`src/sv/dfs_pkg.sv`:
```
// Shared types and constants for the directional focus search block.
// Used by dfs_feat, dfs_sel and the directional_focus_search top level.
package dfs_pkg;

  // Search direction codes, as written to the direction register.
  localparam int unsigned DIR_W = 2;

  typedef enum logic [DIR_W-1:0] {
    DIR_LEFT  = 2'd0,
    DIR_UP    = 2'd1,
    DIR_RIGHT = 2'd2,
    DIR_DOWN  = 2'd3
  } dir_e;

  // Configuration register indexes.
  localparam int unsigned CFG_IDX_W = 3;

  localparam logic [CFG_IDX_W-1:0] CFG_DIR        = 3'd0;
  localparam logic [CFG_IDX_W-1:0] CFG_SRC_LEFT   = 3'd1;
  localparam logic [CFG_IDX_W-1:0] CFG_SRC_TOP    = 3'd2;
  localparam logic [CFG_IDX_W-1:0] CFG_SRC_RIGHT  = 3'd3;
  localparam logic [CFG_IDX_W-1:0] CFG_SRC_BOTTOM = 3'd4;
  localparam logic [CFG_IDX_W-1:0] CFG_SKIP_ID    = 3'd5;
  localparam logic [CFG_IDX_W-1:0] CFG_ROOT_ID    = 3'd6;

  // Per-rectangle geometric flags relative to the source.
  typedef struct packed {
    logic in_dir;   // lies at least partly in the search direction
    logic beam;     // overlaps the source beam
    logic toward;   // lies completely beyond the source edge
  } feat_flags_t;

endpackage

```
`src/sv/dfs_feat.sv`:
```
// Two-stage feature unit: direction, beam and distance terms of one rectangle.
// Depends on dfs_pkg for the direction codes and the flag struct.
module dfs_feat #(
  parameter int unsigned W = 18
) (
  input  logic                        clk_i,
  input  logic                        en1_i,
  input  logic                        en2_i,
  input  dfs_pkg::dir_e               dir_i,
  input  logic signed [W-1:0]         src_left_i,
  input  logic signed [W-1:0]         src_top_i,
  input  logic signed [W-1:0]         src_right_i,
  input  logic signed [W-1:0]         src_bottom_i,
  input  logic signed [W-1:0]         box_left_i,
  input  logic signed [W-1:0]         box_top_i,
  input  logic signed [W-1:0]         box_right_i,
  input  logic signed [W-1:0]         box_bottom_i,
  output dfs_pkg::feat_flags_t        flags_o,
  output logic        [W-1:0]         near_o,
  output logic        [W-1:0]         far_o,
  output logic        [2*W+3:0]       wt_o
);
  import dfs_pkg::*;

  localparam int unsigned SQ_W = 2 * W;
  localparam int unsigned WT_W = 2 * W + 4;

  // Exact difference of two W-bit signed values.
  function automatic logic signed [W:0] sub(input logic signed [W-1:0] a,
                                            input logic signed [W-1:0] b);
    sub = {a[W-1], a} - {b[W-1], b};
  endfunction

  // Centre: lo plus half the span, the half truncated toward zero.
  function automatic logic signed [W:0] centre(input logic signed [W-1:0] lo,
                                               input logic signed [W-1:0] hi);
    logic signed [W:0] span;
    logic signed [W:0] span_adj;
    logic signed [W:0] half;
    span     = sub(hi, lo);
    span_adj = span + {{W{1'b0}}, span[W]};
    half     = span_adj >>> 1;
    centre   = {lo[W-1], lo} + half;
  endfunction

  logic              horiz;
  feat_flags_t       flags_d, flags1_q, flags2_q;
  logic signed [W:0] raw_near, raw_far;
  logic signed [W:0] c_src, c_box, c_diff;
  logic        [W:0] c_neg;
  logic [W-1:0]      near_d, far_d, minor;
  logic [W-1:0]      near1_q, far1_q, near2_q, far2_q;
  logic [SQ_W-1:0]   sq_maj_d, sq_min_d, sq_maj_q, sq_min_q;
  logic [WT_W-1:0]   wt_d, wt_q;

  assign horiz = (dir_i == DIR_LEFT) || (dir_i == DIR_RIGHT);

  // Direction test and major-axis distances per direction.
  always_comb begin
    flags_d = '0;
    case (dir_i)
      DIR_LEFT: begin
        flags_d.in_dir = (src_right_i > box_right_i || src_left_i >= box_right_i) &&
                         (src_left_i > box_left_i);
        flags_d.toward = src_left_i >= box_right_i;
        raw_near       = sub(src_left_i, box_right_i);
        raw_far        = sub(src_left_i, box_left_i);
      end
      DIR_RIGHT: begin
        flags_d.in_dir = (src_left_i < box_left_i || src_right_i <= box_left_i) &&
                         (src_right_i < box_right_i);
        flags_d.toward = src_right_i <= box_left_i;
        raw_near       = sub(box_left_i, src_right_i);
        raw_far        = sub(box_right_i, src_right_i);
      end
      DIR_UP: begin
        flags_d.in_dir = (src_bottom_i > box_bottom_i || src_top_i >= box_bottom_i) &&
                         (src_top_i > box_top_i);
        flags_d.toward = src_top_i >= box_bottom_i;
        raw_near       = sub(src_top_i, box_bottom_i);
        raw_far        = sub(src_top_i, box_top_i);
      end
      default: begin
        flags_d.in_dir = (src_top_i < box_top_i || src_bottom_i <= box_top_i) &&
                         (src_bottom_i < box_bottom_i);
        flags_d.toward = src_bottom_i <= box_top_i;
        raw_near       = sub(box_top_i, src_bottom_i);
        raw_far        = sub(box_bottom_i, src_bottom_i);
      end
    endcase
    flags_d.beam = horiz ? (box_bottom_i >= src_top_i && box_top_i <= src_bottom_i)
                         : (box_right_i >= src_left_i && box_left_i <= src_right_i);
  end

  // Near distance clamps at zero, far distance at one.
  assign near_d = raw_near[W] ? '0 : raw_near[W-1:0];
  assign far_d  = (raw_near[W] && 1'b0) || raw_far[W] || (raw_far == '0)
                ? {{(W-1){1'b0}}, 1'b1} : raw_far[W-1:0];

  // Minor-axis distance between the centres.
  always_comb begin
    if (horiz) begin
      c_src = centre(src_top_i, src_bottom_i);
      c_box = centre(box_top_i, box_bottom_i);
    end else begin
      c_src = centre(src_left_i, src_right_i);
      c_box = centre(box_left_i, box_right_i);
    end
  end

  assign c_diff = c_src - c_box;
  assign c_neg  = -c_diff;
  assign minor  = c_diff[W] ? c_neg[W-1:0] : c_diff[W-1:0];

  assign sq_maj_d = SQ_W'(near_d) * SQ_W'(near_d);
  assign sq_min_d = SQ_W'(minor) * SQ_W'(minor);

  // First stage: flags, distances and squares.
  always_ff @(posedge clk_i) begin
    if (en1_i) begin
      flags1_q <= flags_d;
      near1_q  <= near_d;
      far1_q   <= far_d;
      sq_maj_q <= sq_maj_d;
      sq_min_q <= sq_min_d;
    end
  end

  // Weighted distance: 13 times the major square plus the minor square.
  assign wt_d = (WT_W'(sq_maj_q) << 3) + (WT_W'(sq_maj_q) << 2) +
                WT_W'(sq_maj_q) + WT_W'(sq_min_q);

  // Second stage: weight and the terms carried alongside it.
  always_ff @(posedge clk_i) begin
    if (en2_i) begin
      flags2_q <= flags1_q;
      near2_q  <= near1_q;
      far2_q   <= far1_q;
      wt_q     <= wt_d;
    end
  end

  assign flags_o = flags2_q;
  assign near_o  = near2_q;
  assign far_o   = far2_q;
  assign wt_o    = wt_q;

endmodule

```
`config.mk`:
```
export PLATFORM = sky130hd
export DESIGN_NAME = dfs_feat
export DESIGN_NICKNAME = d
export VERILOG_FILES = /design/src/sv/dfs_pkg.sv /design/src/sv/dfs_feat.sv
export SDC_FILE = /design/constraint.sdc
export NUM_CORES = 2
export LEC_CHECK = 0
export BUFFER_PORTS_ARGS = -buffer_cell sky130_fd_sc_hd__buf_2
export CAP_MARGIN = 40
export CORE_MARGIN = 4
export CORE_UTILIZATION = 60
export CTS_CLUSTER_DIAMETER = 150
export DETAILED_ROUTE_END_ITERATION = 6
export HOLD_SLACK_MARGIN = 0.08
export PLACE_DENSITY_LB_ADDON = 0.05
export SYNTH_ARGS = -nofsm -noshare
export SYNTH_HDL_FRONTEND = slang
export SYNTH_SLANG_ARGS = --single-unit
```
`constraint.sdc`:
```
create_clock -name clk_i -period 35 [get_ports clk_i]
set_clock_uncertainty 0.15 [all_clocks]
set_input_delay 5.25 -clock clk_i [delete_from_list [all_inputs] [get_ports clk_i]]
set_output_delay 5.25 -clock clk_i [all_outputs]
set_load 0.005 [all_outputs]
```
==> flow_summary.toml <==
[outcome]
status = "finished, final reports clean"

[cells_and_area]
register_area_mm2 = 0.00562
fin_nets = 6410
drive_gt1_frac = 0.0720
final_common_cell = "inv_1"
multi_input_area_mm2 = 0.0346
fin_area_mm2 = 0.0465
layout.cells.non_filler = 6131
area_growth_pct = 6.51
filler_cell_count = 6108
layout_common_cells = "808 x inv_1, 577 x ha_1, 519 x fa_1, 447 x nor2_1, 337 x nand2_1"

[timing]
tns_ns = 0
min_period_ns = 20.59
slew_viol_final = 0
max_clock_freq_mhz = 48.6
hold_viol_final = 0
rsz0062_at_grt = "false"
setup_viol = 0
period_share = 0.588
maxSlewHeadroom = 0.313
worst_slew_pin_slew_ns = 1.02

[routing]
routed_wl_um = 143000
ant_nets = 0
met3_wirelength_um = 11300
wl_met2_um = 66400
drt-initial-drc-count = 3021
routed.top_layer = "met4"
routedWlPerCell_um = 23.3
drc = 0
vias = 37200
drt-vias-per-instance = 6.07
dr.pass1.iters = 6
met1_length_um = 56300

[placed_design]
hpwl_um = 123000
gp_congestion = 1.06
dpl_cell_area_mm2 = 0.0459
dp.cells = 6094
io_buffers = 227

[synthesis]
ys_seq_area_frac = 0.129
ys.flop_type = "edfxtp_1"
syn_area_per_cell_um2 = 8.77
ys_types = 97
yosys_warnings = 0
synth_cells = 4982
synth_edf_count = 187
async_flop_share = 0
synth_area_mm2 = 0.0437
synth-seq-cells = 187

[setup_path]
crit_top_cell = "fa_1"
rr_endpoint = "wt_o[34]"
worstPathMaxFanout = 13
start_kind = "primary input"
reg2regPathDepth = 15
regToRegSetupSlack_ns = 29.77
r2r-start = "sq_maj_q[8]"
required_ns = 35.06
arrival_ns = 20.65
crit_path_end_kind = "flip-flop"
worst-setup-path-type = "primary input to flip-flop"
slowest_stage = "xor2_1"
critPathMaxStageDelay_ns = 0.71

[floorplanning]
die_area_mm2 = 0.0772
die_w_um = 278
die_y_um = 278
core_mm2 = 0.0719
pin_count = 228
initial_core_util = 0.608
rows = 98

[global_routing]
grt_pass1_vias = 37100
grt_pass1_wl_um = 216000
grt_usage = 0.366
antenna_found_initial = 4
grt_overflow = 0
grt_max_degree = 68

[clock_tree]
root_buffer = "clkbuf_16"
cts_buffer_depth = 2
clkTransAtPathRegs_ns = 0.08
cts_tree = "yes"
cts_setup_buffers = 0
cts_sinks = 187
cts_resized = 0
htreeDepth = 4
ctsHoldBuffers = 0
insertion_delay_ns = 0.49
cts_buffers = 17

[min_path]
worstHoldPathType = "flip-flop to flip-flop"
hold_path_depth = 0
holdPathEnd = "far_o[1]"
hp-start = "far1_q[1]"

[run]
cap_violations = 0
## state kept, by name (all words and copies together) (netlist names)
register  count
flags_o       3
wt_o         40
sq_min_q     35
near1_q      18
far1_q       18
far_o        18
near_o       18
flags1_q      3
sq_maj_q     34
## synth_stat cells, types with 8 or more instances
cell	instances	area [µm²]
a2111oi_0	10	87.6
buf_1	10	37.5
o21ai_0	199	996
nand3_1	78	390
xnor2_1	279	2440
nor4_1	15	93.8
ha_1	577	7220
nor3_1	89	445
a21boi_0	14	105
nand4_1	42	263
and2_1	33	206
o211ai_1	24	180
nor2_1	447	1680
inv_1	808	3030
nor2b_1	62	388
o31a_1	9	78.8
nand2_1	337	1260
fa_1	519	10400
or2_2	17	106
a211o_1	11	96.3
a21oi_1	309	1550
o21a_1	53	398
or3_1	27	169
a211oi_1	36	270
xor2_1	121	1060
mux2i_1	15	150
a31oi_1	32	200
and3_1	39	244
a21o_1	153	1150
edfxtp_1	187	5620
mux4_2	19	428
o22ai_1	12	75.1
nand2b_1	80	500
inv_2	10	37.5
nand3b_1	8	60.1
o21bai_1	48	360
buf_2	20	100
clkbuf_1	57	214
or4_1	9	67.6
mux2_2	8	90.1
o31ai_1	24	180
## logic make-up after synthesis
group	synth area share
buf+inv	0.0797
mux	0.0153
fa+ha+maj	0.403
simple gates	0.142
other cells	0.0000859
flops	0.129
compound gates	0.148
xor+xnor	0.0831
## worst max-delay path, delay by kind of cell
| kind | cells | cell delay, ns |
|---|---|---|
| AOI/OAI and AO/OA | 27 | 5.48 |
| adders and majority gates | 12 | 4.90 |
| and+or+nand+nor | 10 | 2.13 |
| xor gates and xnor gates | 6 | 2.01 |
| buffers and inverters | 6 | 0.86 |
## worst max path at each step
| stage | endpoint | start | depth (start not counted) |
|---|---|---|---|
| CTS | sq_min_q[35] | box_right_i[0] | 62 |
| detailed placement | sq_min_q[35] | box_right_i[0] | 61 |
| global placement | sq_min_q[35] | box_right_i[0] | 61 |
| global route | sq_min_q[35] | box_right_i[0] | 61 |
| floorplan | sq_min_q[35] | box_right_i[0] | 62 |
| finish | sq_min_q[35] | box_right_i[0] | 61 |
## area by class of cell
class | instances | share of cell area
repair buffers | 254 | 0.0293
diodes | 3 | 0.000161
clock buffers | 17 | 0.00914
flip-flops and latches | 187 | 0.121
clock inverters | 15 | 0.00471
inverters | 822 | 0.0663
well taps | 950 | 0.0256
multi-input cells | 3883 | 0.744
## per-layer routing
layer,track usage,vias up
met5,0,-
met3,0.0613,372
met1,0.465,18000
met4,0.177,0
li1,-,17100
met2,0.609,1761
## per-stage QoR
step                      setup slack [ns]  hold slack, ns  utilization
after floorplan                      16.48           0.250            -
after global placement               14.38           0.250        0.637
after detailed placement             14.12           0.255        0.638
after CTS                            14.58           0.268        0.647
after global routing                 13.41           0.277        0.647
final                                14.41           0.263        0.647
Power is not shown: default switching activity piles up to over one toggle a cycle in this logic, so the estimate is an artifact.
