==> config.mk <==
export PLATFORM = sky130hd
export DESIGN_NAME = dfs_sel
export DESIGN_NICKNAME = d
export VERILOG_FILES = /design/src/sv/dfs_pkg.sv /design/src/sv/dfs_sel.sv
export SDC_FILE = /design/constraint.sdc
export NUM_CORES = 1
export LEC_CHECK = 0
export BUFFER_PORTS_ARGS = -buffer_cell sky130_fd_sc_hd__buf_2
export CAP_MARGIN = 20
export CORE_MARGIN = 2
export CORE_UTILIZATION = 40
export CTS_CLUSTER_SIZE = 30
export DETAILED_ROUTE_END_ITERATION = 10
export GPL_TIMING_DRIVEN = 0
export PLACE_DENSITY = 0.64
export SKIP_LAST_GASP = 1
export SYNTH_ARGS = -nofsm -noshare
export SYNTH_HDL_FRONTEND = slang
export SYNTH_SLANG_ARGS = --single-unit
==> constraint.sdc <==
create_clock -name clk_i -period 6.4 [get_ports clk_i]
set_input_delay 0 -clock clk_i [delete_from_list [all_inputs] [get_ports clk_i]]
set_output_delay 0 -clock clk_i [all_outputs]
set_load 0.01 [all_outputs]
==> src/sv/dfs_pkg.sv <==
// Shared types and constants for the directional focus search block.
// Used by dfs_feat, dfs_sel and the directional_focus_search top level.
package dfs_pkg;

  // Search direction codes, as written to the direction register.
  localparam int unsigned DIR_W = 2;

  typedef enum logic [DIR_W-1:0] {
    DIR_LEFT  = 2'd0,
    DIR_UP    = 2'd1,
    DIR_RIGHT = 2'd2,
    DIR_DOWN  = 2'd3
  } dir_e;

  // Configuration register indexes.
  localparam int unsigned CFG_IDX_W = 3;

  localparam logic [CFG_IDX_W-1:0] CFG_DIR        = 3'd0;
  localparam logic [CFG_IDX_W-1:0] CFG_SRC_LEFT   = 3'd1;
  localparam logic [CFG_IDX_W-1:0] CFG_SRC_TOP    = 3'd2;
  localparam logic [CFG_IDX_W-1:0] CFG_SRC_RIGHT  = 3'd3;
  localparam logic [CFG_IDX_W-1:0] CFG_SRC_BOTTOM = 3'd4;
  localparam logic [CFG_IDX_W-1:0] CFG_SKIP_ID    = 3'd5;
  localparam logic [CFG_IDX_W-1:0] CFG_ROOT_ID    = 3'd6;

  // Per-rectangle geometric flags relative to the source.
  typedef struct packed {
    logic in_dir;   // lies at least partly in the search direction
    logic beam;     // overlaps the source beam
    logic toward;   // lies completely beyond the source edge
  } feat_flags_t;

endpackage

==> src/sv/dfs_sel.sv <==
// Best-candidate selection, running best state and the result register.
// Depends on dfs_pkg for the flag struct.
module dfs_sel #(
  parameter int unsigned W     = 18,
  parameter int unsigned ID_W  = 10
) (
  input  logic                  clk_i,
  input  logic                  rst_ni,
  input  logic                  horiz_i,
  input  logic                  item_valid_i,
  input  logic                  item_skip_i,
  input  logic                  item_last_i,
  input  logic [ID_W-1:0]       item_id_i,
  input  dfs_pkg::feat_flags_t  cand_flags_i,
  input  logic [W-1:0]          cand_near_i,
  input  logic [W-1:0]          cand_far_i,
  input  logic [2*W+3:0]        cand_wt_i,
  input  dfs_pkg::feat_flags_t  start_flags_i,
  input  logic [W-1:0]          start_near_i,
  input  logic [W-1:0]          start_far_i,
  input  logic [2*W+3:0]        start_wt_i,
  input  logic                  reload_i,
  input  dfs_pkg::feat_flags_t  load_flags_i,
  input  logic [W-1:0]          load_near_i,
  input  logic [W-1:0]          load_far_i,
  input  logic [2*W+3:0]        load_wt_i,
  output logic                  take_o,
  output logic                  consume_o,
  output logic                  out_valid_o,
  input  logic                  out_stall_i,
  output logic [ID_W-1:0]       best_id_o,
  output logic                  found_o
);
  import dfs_pkg::*;

  localparam int unsigned WT_W = 2 * W + 4;

  feat_flags_t     best_flags_q, b_flags;
  logic [W-1:0]    best_near_q, best_far_q, b_near, b_far;
  logic [WT_W-1:0] best_wt_q, b_wt;
  logic [ID_W-1:0] best_id_q, res_id_q;
  logic            have_best_q, res_valid_q, res_found_q;
  logic            beam_cb, beam_bc, better, take, fire;

  // The running best falls back to the shifted source while empty.
  assign b_flags = have_best_q ? best_flags_q : start_flags_i;
  assign b_near  = have_best_q ? best_near_q  : start_near_i;
  assign b_far   = have_best_q ? best_far_q   : start_far_i;
  assign b_wt    = have_best_q ? best_wt_q    : start_wt_i;

  // Exclusive beam wins in both orders, then the weighted distance.
  assign beam_cb = !b_flags.beam && cand_flags_i.beam &&
                   (!b_flags.toward || horiz_i || (cand_near_i < b_far));
  assign beam_bc = !cand_flags_i.beam && b_flags.beam &&
                   (!cand_flags_i.toward || horiz_i || (b_near < cand_far_i));
  assign better  = cand_flags_i.in_dir &&
                   (!b_flags.in_dir || beam_cb || (!beam_bc && (cand_wt_i < b_wt)));

  // A last beat waits only while an untaken result holds the register.
  assign consume_o = !(item_last_i && res_valid_q && out_stall_i);
  assign fire      = item_valid_i && consume_o;
  assign take      = fire && !item_skip_i && better;
  assign take_o    = take;

  // Control state: best presence and result valid.
  always_ff @(posedge clk_i or negedge rst_ni) begin
    if (!rst_ni) begin
      have_best_q <= 1'b0;
      res_valid_q <= 1'b0;
    end else begin
      if (fire && item_last_i) begin
        have_best_q <= 1'b0;
        res_valid_q <= 1'b1;
      end else begin
        if (take) begin
          have_best_q <= 1'b1;
        end
        if (res_valid_q && !out_stall_i) begin
          res_valid_q <= 1'b0;
        end
      end
    end
  end

  // Payload: best terms and the result beat. After a register write the
  // stored terms are replaced by those of the best rectangle re-rated
  // against the new source.
  always_ff @(posedge clk_i) begin
    if (take) begin
      best_flags_q <= cand_flags_i;
      best_near_q  <= cand_near_i;
      best_far_q   <= cand_far_i;
      best_wt_q    <= cand_wt_i;
      best_id_q    <= item_id_i;
    end else if (reload_i) begin
      best_flags_q <= load_flags_i;
      best_near_q  <= load_near_i;
      best_far_q   <= load_far_i;
      best_wt_q    <= load_wt_i;
    end
    if (fire && item_last_i) begin
      res_found_q <= take || have_best_q;
      if (take) begin
        res_id_q <= item_id_i;
      end else if (have_best_q) begin
        res_id_q <= best_id_q;
      end else begin
        res_id_q <= '0;
      end
    end
  end

  assign out_valid_o = res_valid_q;
  assign best_id_o   = res_id_q;
  assign found_o     = res_found_q;

endmodule

==> summary.md <==
| Metric | Value |
|---|---|
| Hold endpoint | have_best_q |
| DR pass1 iterations | 5 |
| Largest net degree at the start of global routing | 43 |
| Die area | 0.0186 mm² |
| Sequential-to-total area share from yosys stat | 43.6% |
| H-tree depth | 3 |
| Post-Route WL | 21800 µm |
| Gr usage total | 23.4% |
| FFs w/ async S/R, synth | 1.96% |
| R2R cell count | 15 |
| Peak VDD IR | 0.000124 V |
| CTS Root Cell | clkbuf_16 |
| Clk buf depth | 2 |
| Number of CTS-inserted buffers | 9 |
| Critical path class | reg2reg |
| First DRT Iteration DRCs | 231 |
| Setup_tns | 0 ns |
| Vias in the first global route | 6693 |
| Post-DP HPWL | 15700 µm |
| Critical Path Source Type | register |
| DIE WIDTH | 136 µm |
| I/O Pins | 269 |
| Ys flop type | edfxtp_1 |
| Vias per cell | 5.06 |
| NetSw | 0.666 mW |
| Final Skew | 0.0153 ns |
| Final hold violations | 0 |
| Grt total ovfl | 0 |
| Post-Place Cells | 1022 |
| Slew @ Worst Pin | 0.934 ns |
| Pwr dens | 210 mW/mm² |
| Number of enable flip-flop cells after synthesis | 100 |
| Cell variety after synth | 43 |
| Unrepaired setup endpoints after global routing | no |
| Combinational cell fraction of total power | 37.0% |
| Final Hold Slack | 0.0268 ns |
| Total via count in the routed design | 6134 |
| Worst-skew pair later-pin latency | 0.36 ns |
| Reg2Reg Setup Slack | 0.95 ns |
| Status | finished, final reports clean |
| Post-DRT Antenna Nets | 0 |
| Switch share | 29.7% |
| Min-delay worst type | in2reg |
| Peak Freq | 183 MHz |
| Max-slew violations | 0 |
| CTS resizes | 0 |
| Clock Sinks | 102 |
| Fin cells | 1213 |
| Std-Cell Rows | 48 |
| RePlAce Congestion | 0.842 |
| Core Box Area | 0.0172 mm² |
| Design Area, Final | 0.0107 mm² |
| CTS tree | yes |
| Sequential power share | 37.6% |
| Internal | 1.57 mW |
| Post-synth top area share | 42.9% |
| Final setup vio count | 0 |
| Final period util | 85.2% |
| Mapped Avg Cell Area | 13.3 µm² |
| Leakage power total | 4.84 nW |
| WL/cell | 18.0 µm |
| Req. time, crit path | 6.43 ns |
| Synth-to-layout area growth | 52.4% |
| Drc violations | 0 |
| DP Area | 0.00866 mm² |
| Min Tclk post-route | 5.45 ns |
| Post-Syn Instances | 528 |
| Critical path capture point type | register |
| Yosys warnings | 0 |
| Cell taking the most area after synthesis | edfxtp_1 |
| Hold Crit Start | item_last_i |
| Mapped Nets | 856 |
| CP max FO | 42 |
| Clk network pwr share | 25.5% |
| Layout cells sized above 1 | 40.3% |
| First-pass GRT wire length | 33300 µm |
| Die height | 136 µm |
| Clk slew on worst S/H paths | 0.07 ns |
| Initial Util | 40.7% |
| R2R Path End | best_wt_q[36] |
| Area of the mapped netlist | 0.00701 mm² |
| Crit path DAT | 5.49 ns |
| Relative max-transition margin | 37.8% |
| Critical R2R Launch | have_best_q |
| WHS Path Cells | 3 |
| Post-CTS Setup Bufs | 0 |
| Initial antenna violation count | 4 |
| IO Port Bufs | 268 |
| Synthesized flop and latch total | 102 |
| Final #Nets | 1307 |
| MaxCap Viol Count | 0 |
| Synth area leaders | edfxtp_1 43%, ha_1 13%, mux2_4 12%, mux2i_1 10%, mux2_2 6.4% |
power by group through the flow:
stage,clock (mW),sequential (mW),combinational (mW)
after global placement,0,0.855,0.678
after CTS,0.587,0.842,0.822
after floorplan,0,0.853,0.471
after global routing,0.612,0.849,0.911
final,0.570,0.841,0.829
after detailed placement,0,0.856,0.705
through the flow:
stage               util, %  power, mW  worst slack (ns)
CTS                    61.9       2.25             0.812
detailed placement     50.2       1.56             0.813
global placement       50.1       1.53            0.0934
finish                 61.9       2.24             0.947
global route           61.9       2.37             0.543
floorplan                 -       1.32              1.88
worst max-delay path by stage:
stage / from / to / slack [ns] / depth (start not counted)
after floorplan: have_best_q / best_far_q[0] / 1.88 / 14
after global placement: have_best_q / best_wt_q[23] / 0.09 / 14
after detailed placement: have_best_q / best_wt_q[33] / 0.81 / 15
after CTS: have_best_q / best_wt_q[36] / 0.81 / 15
after global routing: have_best_q / best_far_q[17] / 0.54 / 15
final: have_best_q / best_wt_q[36] / 0.95 / 15
cell families after synthesis:
family                     count (synthesis)  synth area share, %
AOI/OAI and AO/OA                         64                 5.93
adders and majority gates                 73                 13.0
buffers and inverters                     51                 3.59
DFF                                      102                 43.6
muxes                                    165                 28.2
and+or+nand+nor                           73                 5.66
what timing repair did:
action | in CTS | in global routing
setup endpoints to repair | 0 | 0
hold buffers | 171 | 0
endpoints found under the hold margin | 95 | 0
final cells by class:
type / count / area (µm²)
Antenna cell: 4 / 10.0
Sequential cell: 102 / 3050
Timing Repair Buffer: 440 / 3080
Fill cell: 1356 / 6560
Multi-Input combinational cell: 375 / 3700
Buffer: 20 / 135
Clock inverter: 7 / 70.1
Inverter: 31 / 116
Clock buffer: 9 / 225
Tap cell: 225 / 282
flip-flops by register name, indices dropped and copies added (netlist names), 3 cells and up:
name and flops:
best_wt_q 40, best_id_q 10, best_flags_q 3, best_near_q 18, best_id_o 10, best_far_q 18
cells in the mapped netlist, types with 2 or more instances:
master / instances
a21boi_0: 3
a21o_1: 7
a21oi_1: 27
a221oi_1: 3
and4_1: 3
buf_1: 5
buf_2: 3
buf_6: 7
clkbuf_1: 4
dfrtp_1: 2
edfxtp_1: 100
ha_1: 73
inv_1: 31
mux2_2: 40
mux2_4: 55
mux2i_1: 70
nand2_1: 24
nand2b_1: 2
nand3_1: 13
nand4_1: 12
nor2_1: 6
nor3_1: 2
nor4_1: 3
o211ai_1: 3
o21a_1: 3
o21ai_0: 7
o41ai_1: 2
or2_2: 3
critical path, stage by stage, from the launching register on:
cell      delay, ns
dfrtp_1        0.44
buf_2          0.27
buf_1          0.44
clkbuf_1       0.73
mux2i_1        0.35
ha_1           0.32
nand4_1        0.15
nor2_1         0.10
o311a_1        0.14
o41ai_1        0.53
nand4_1        0.22
o21ai_2        0.13
buf_6          0.21
buf_6          0.20
or2_4          0.53
buf_16         0.31
routing by layer:
layer  GRT usage, %  vias to the layer above  share of wire [%]
li1               -                     2953                  -
met1           27.9                     2940                 41
met2           41.6                      205                 51
met3           4.59                       36                5.1
met4           9.03                        0                2.3
met5              0                        -                  0
cell usage in the layout (no fill, tap or decap), drive strengths merged, types with 2 or more instances in the layout:
| cell | count |
|---|---|
| buf | 285 |
| dlygate4sd3 | 171 |
| edfxtp | 100 |
| mux2 | 95 |
| ha | 73 |
| mux2i | 70 |
| inv | 34 |
| a21oi | 27 |
| nand2 | 24 |
| nand3 | 13 |
| nand4 | 13 |
| clkbuf | 13 |
| o21ai | 8 |
| a21o | 7 |
| nor2 | 6 |
| diode | 4 |
| nor4 | 4 |
| o211ai | 4 |
| o21a | 3 |
| and4 | 3 |
| a221oi | 3 |
| a21boi | 3 |
| or2 | 3 |
| clkinv | 3 |
| nand2b | 2 |
| o41ai | 2 |
| nor3 | 2 |
| dfrtp | 2 |
Power figures use the tool's default switching activity.
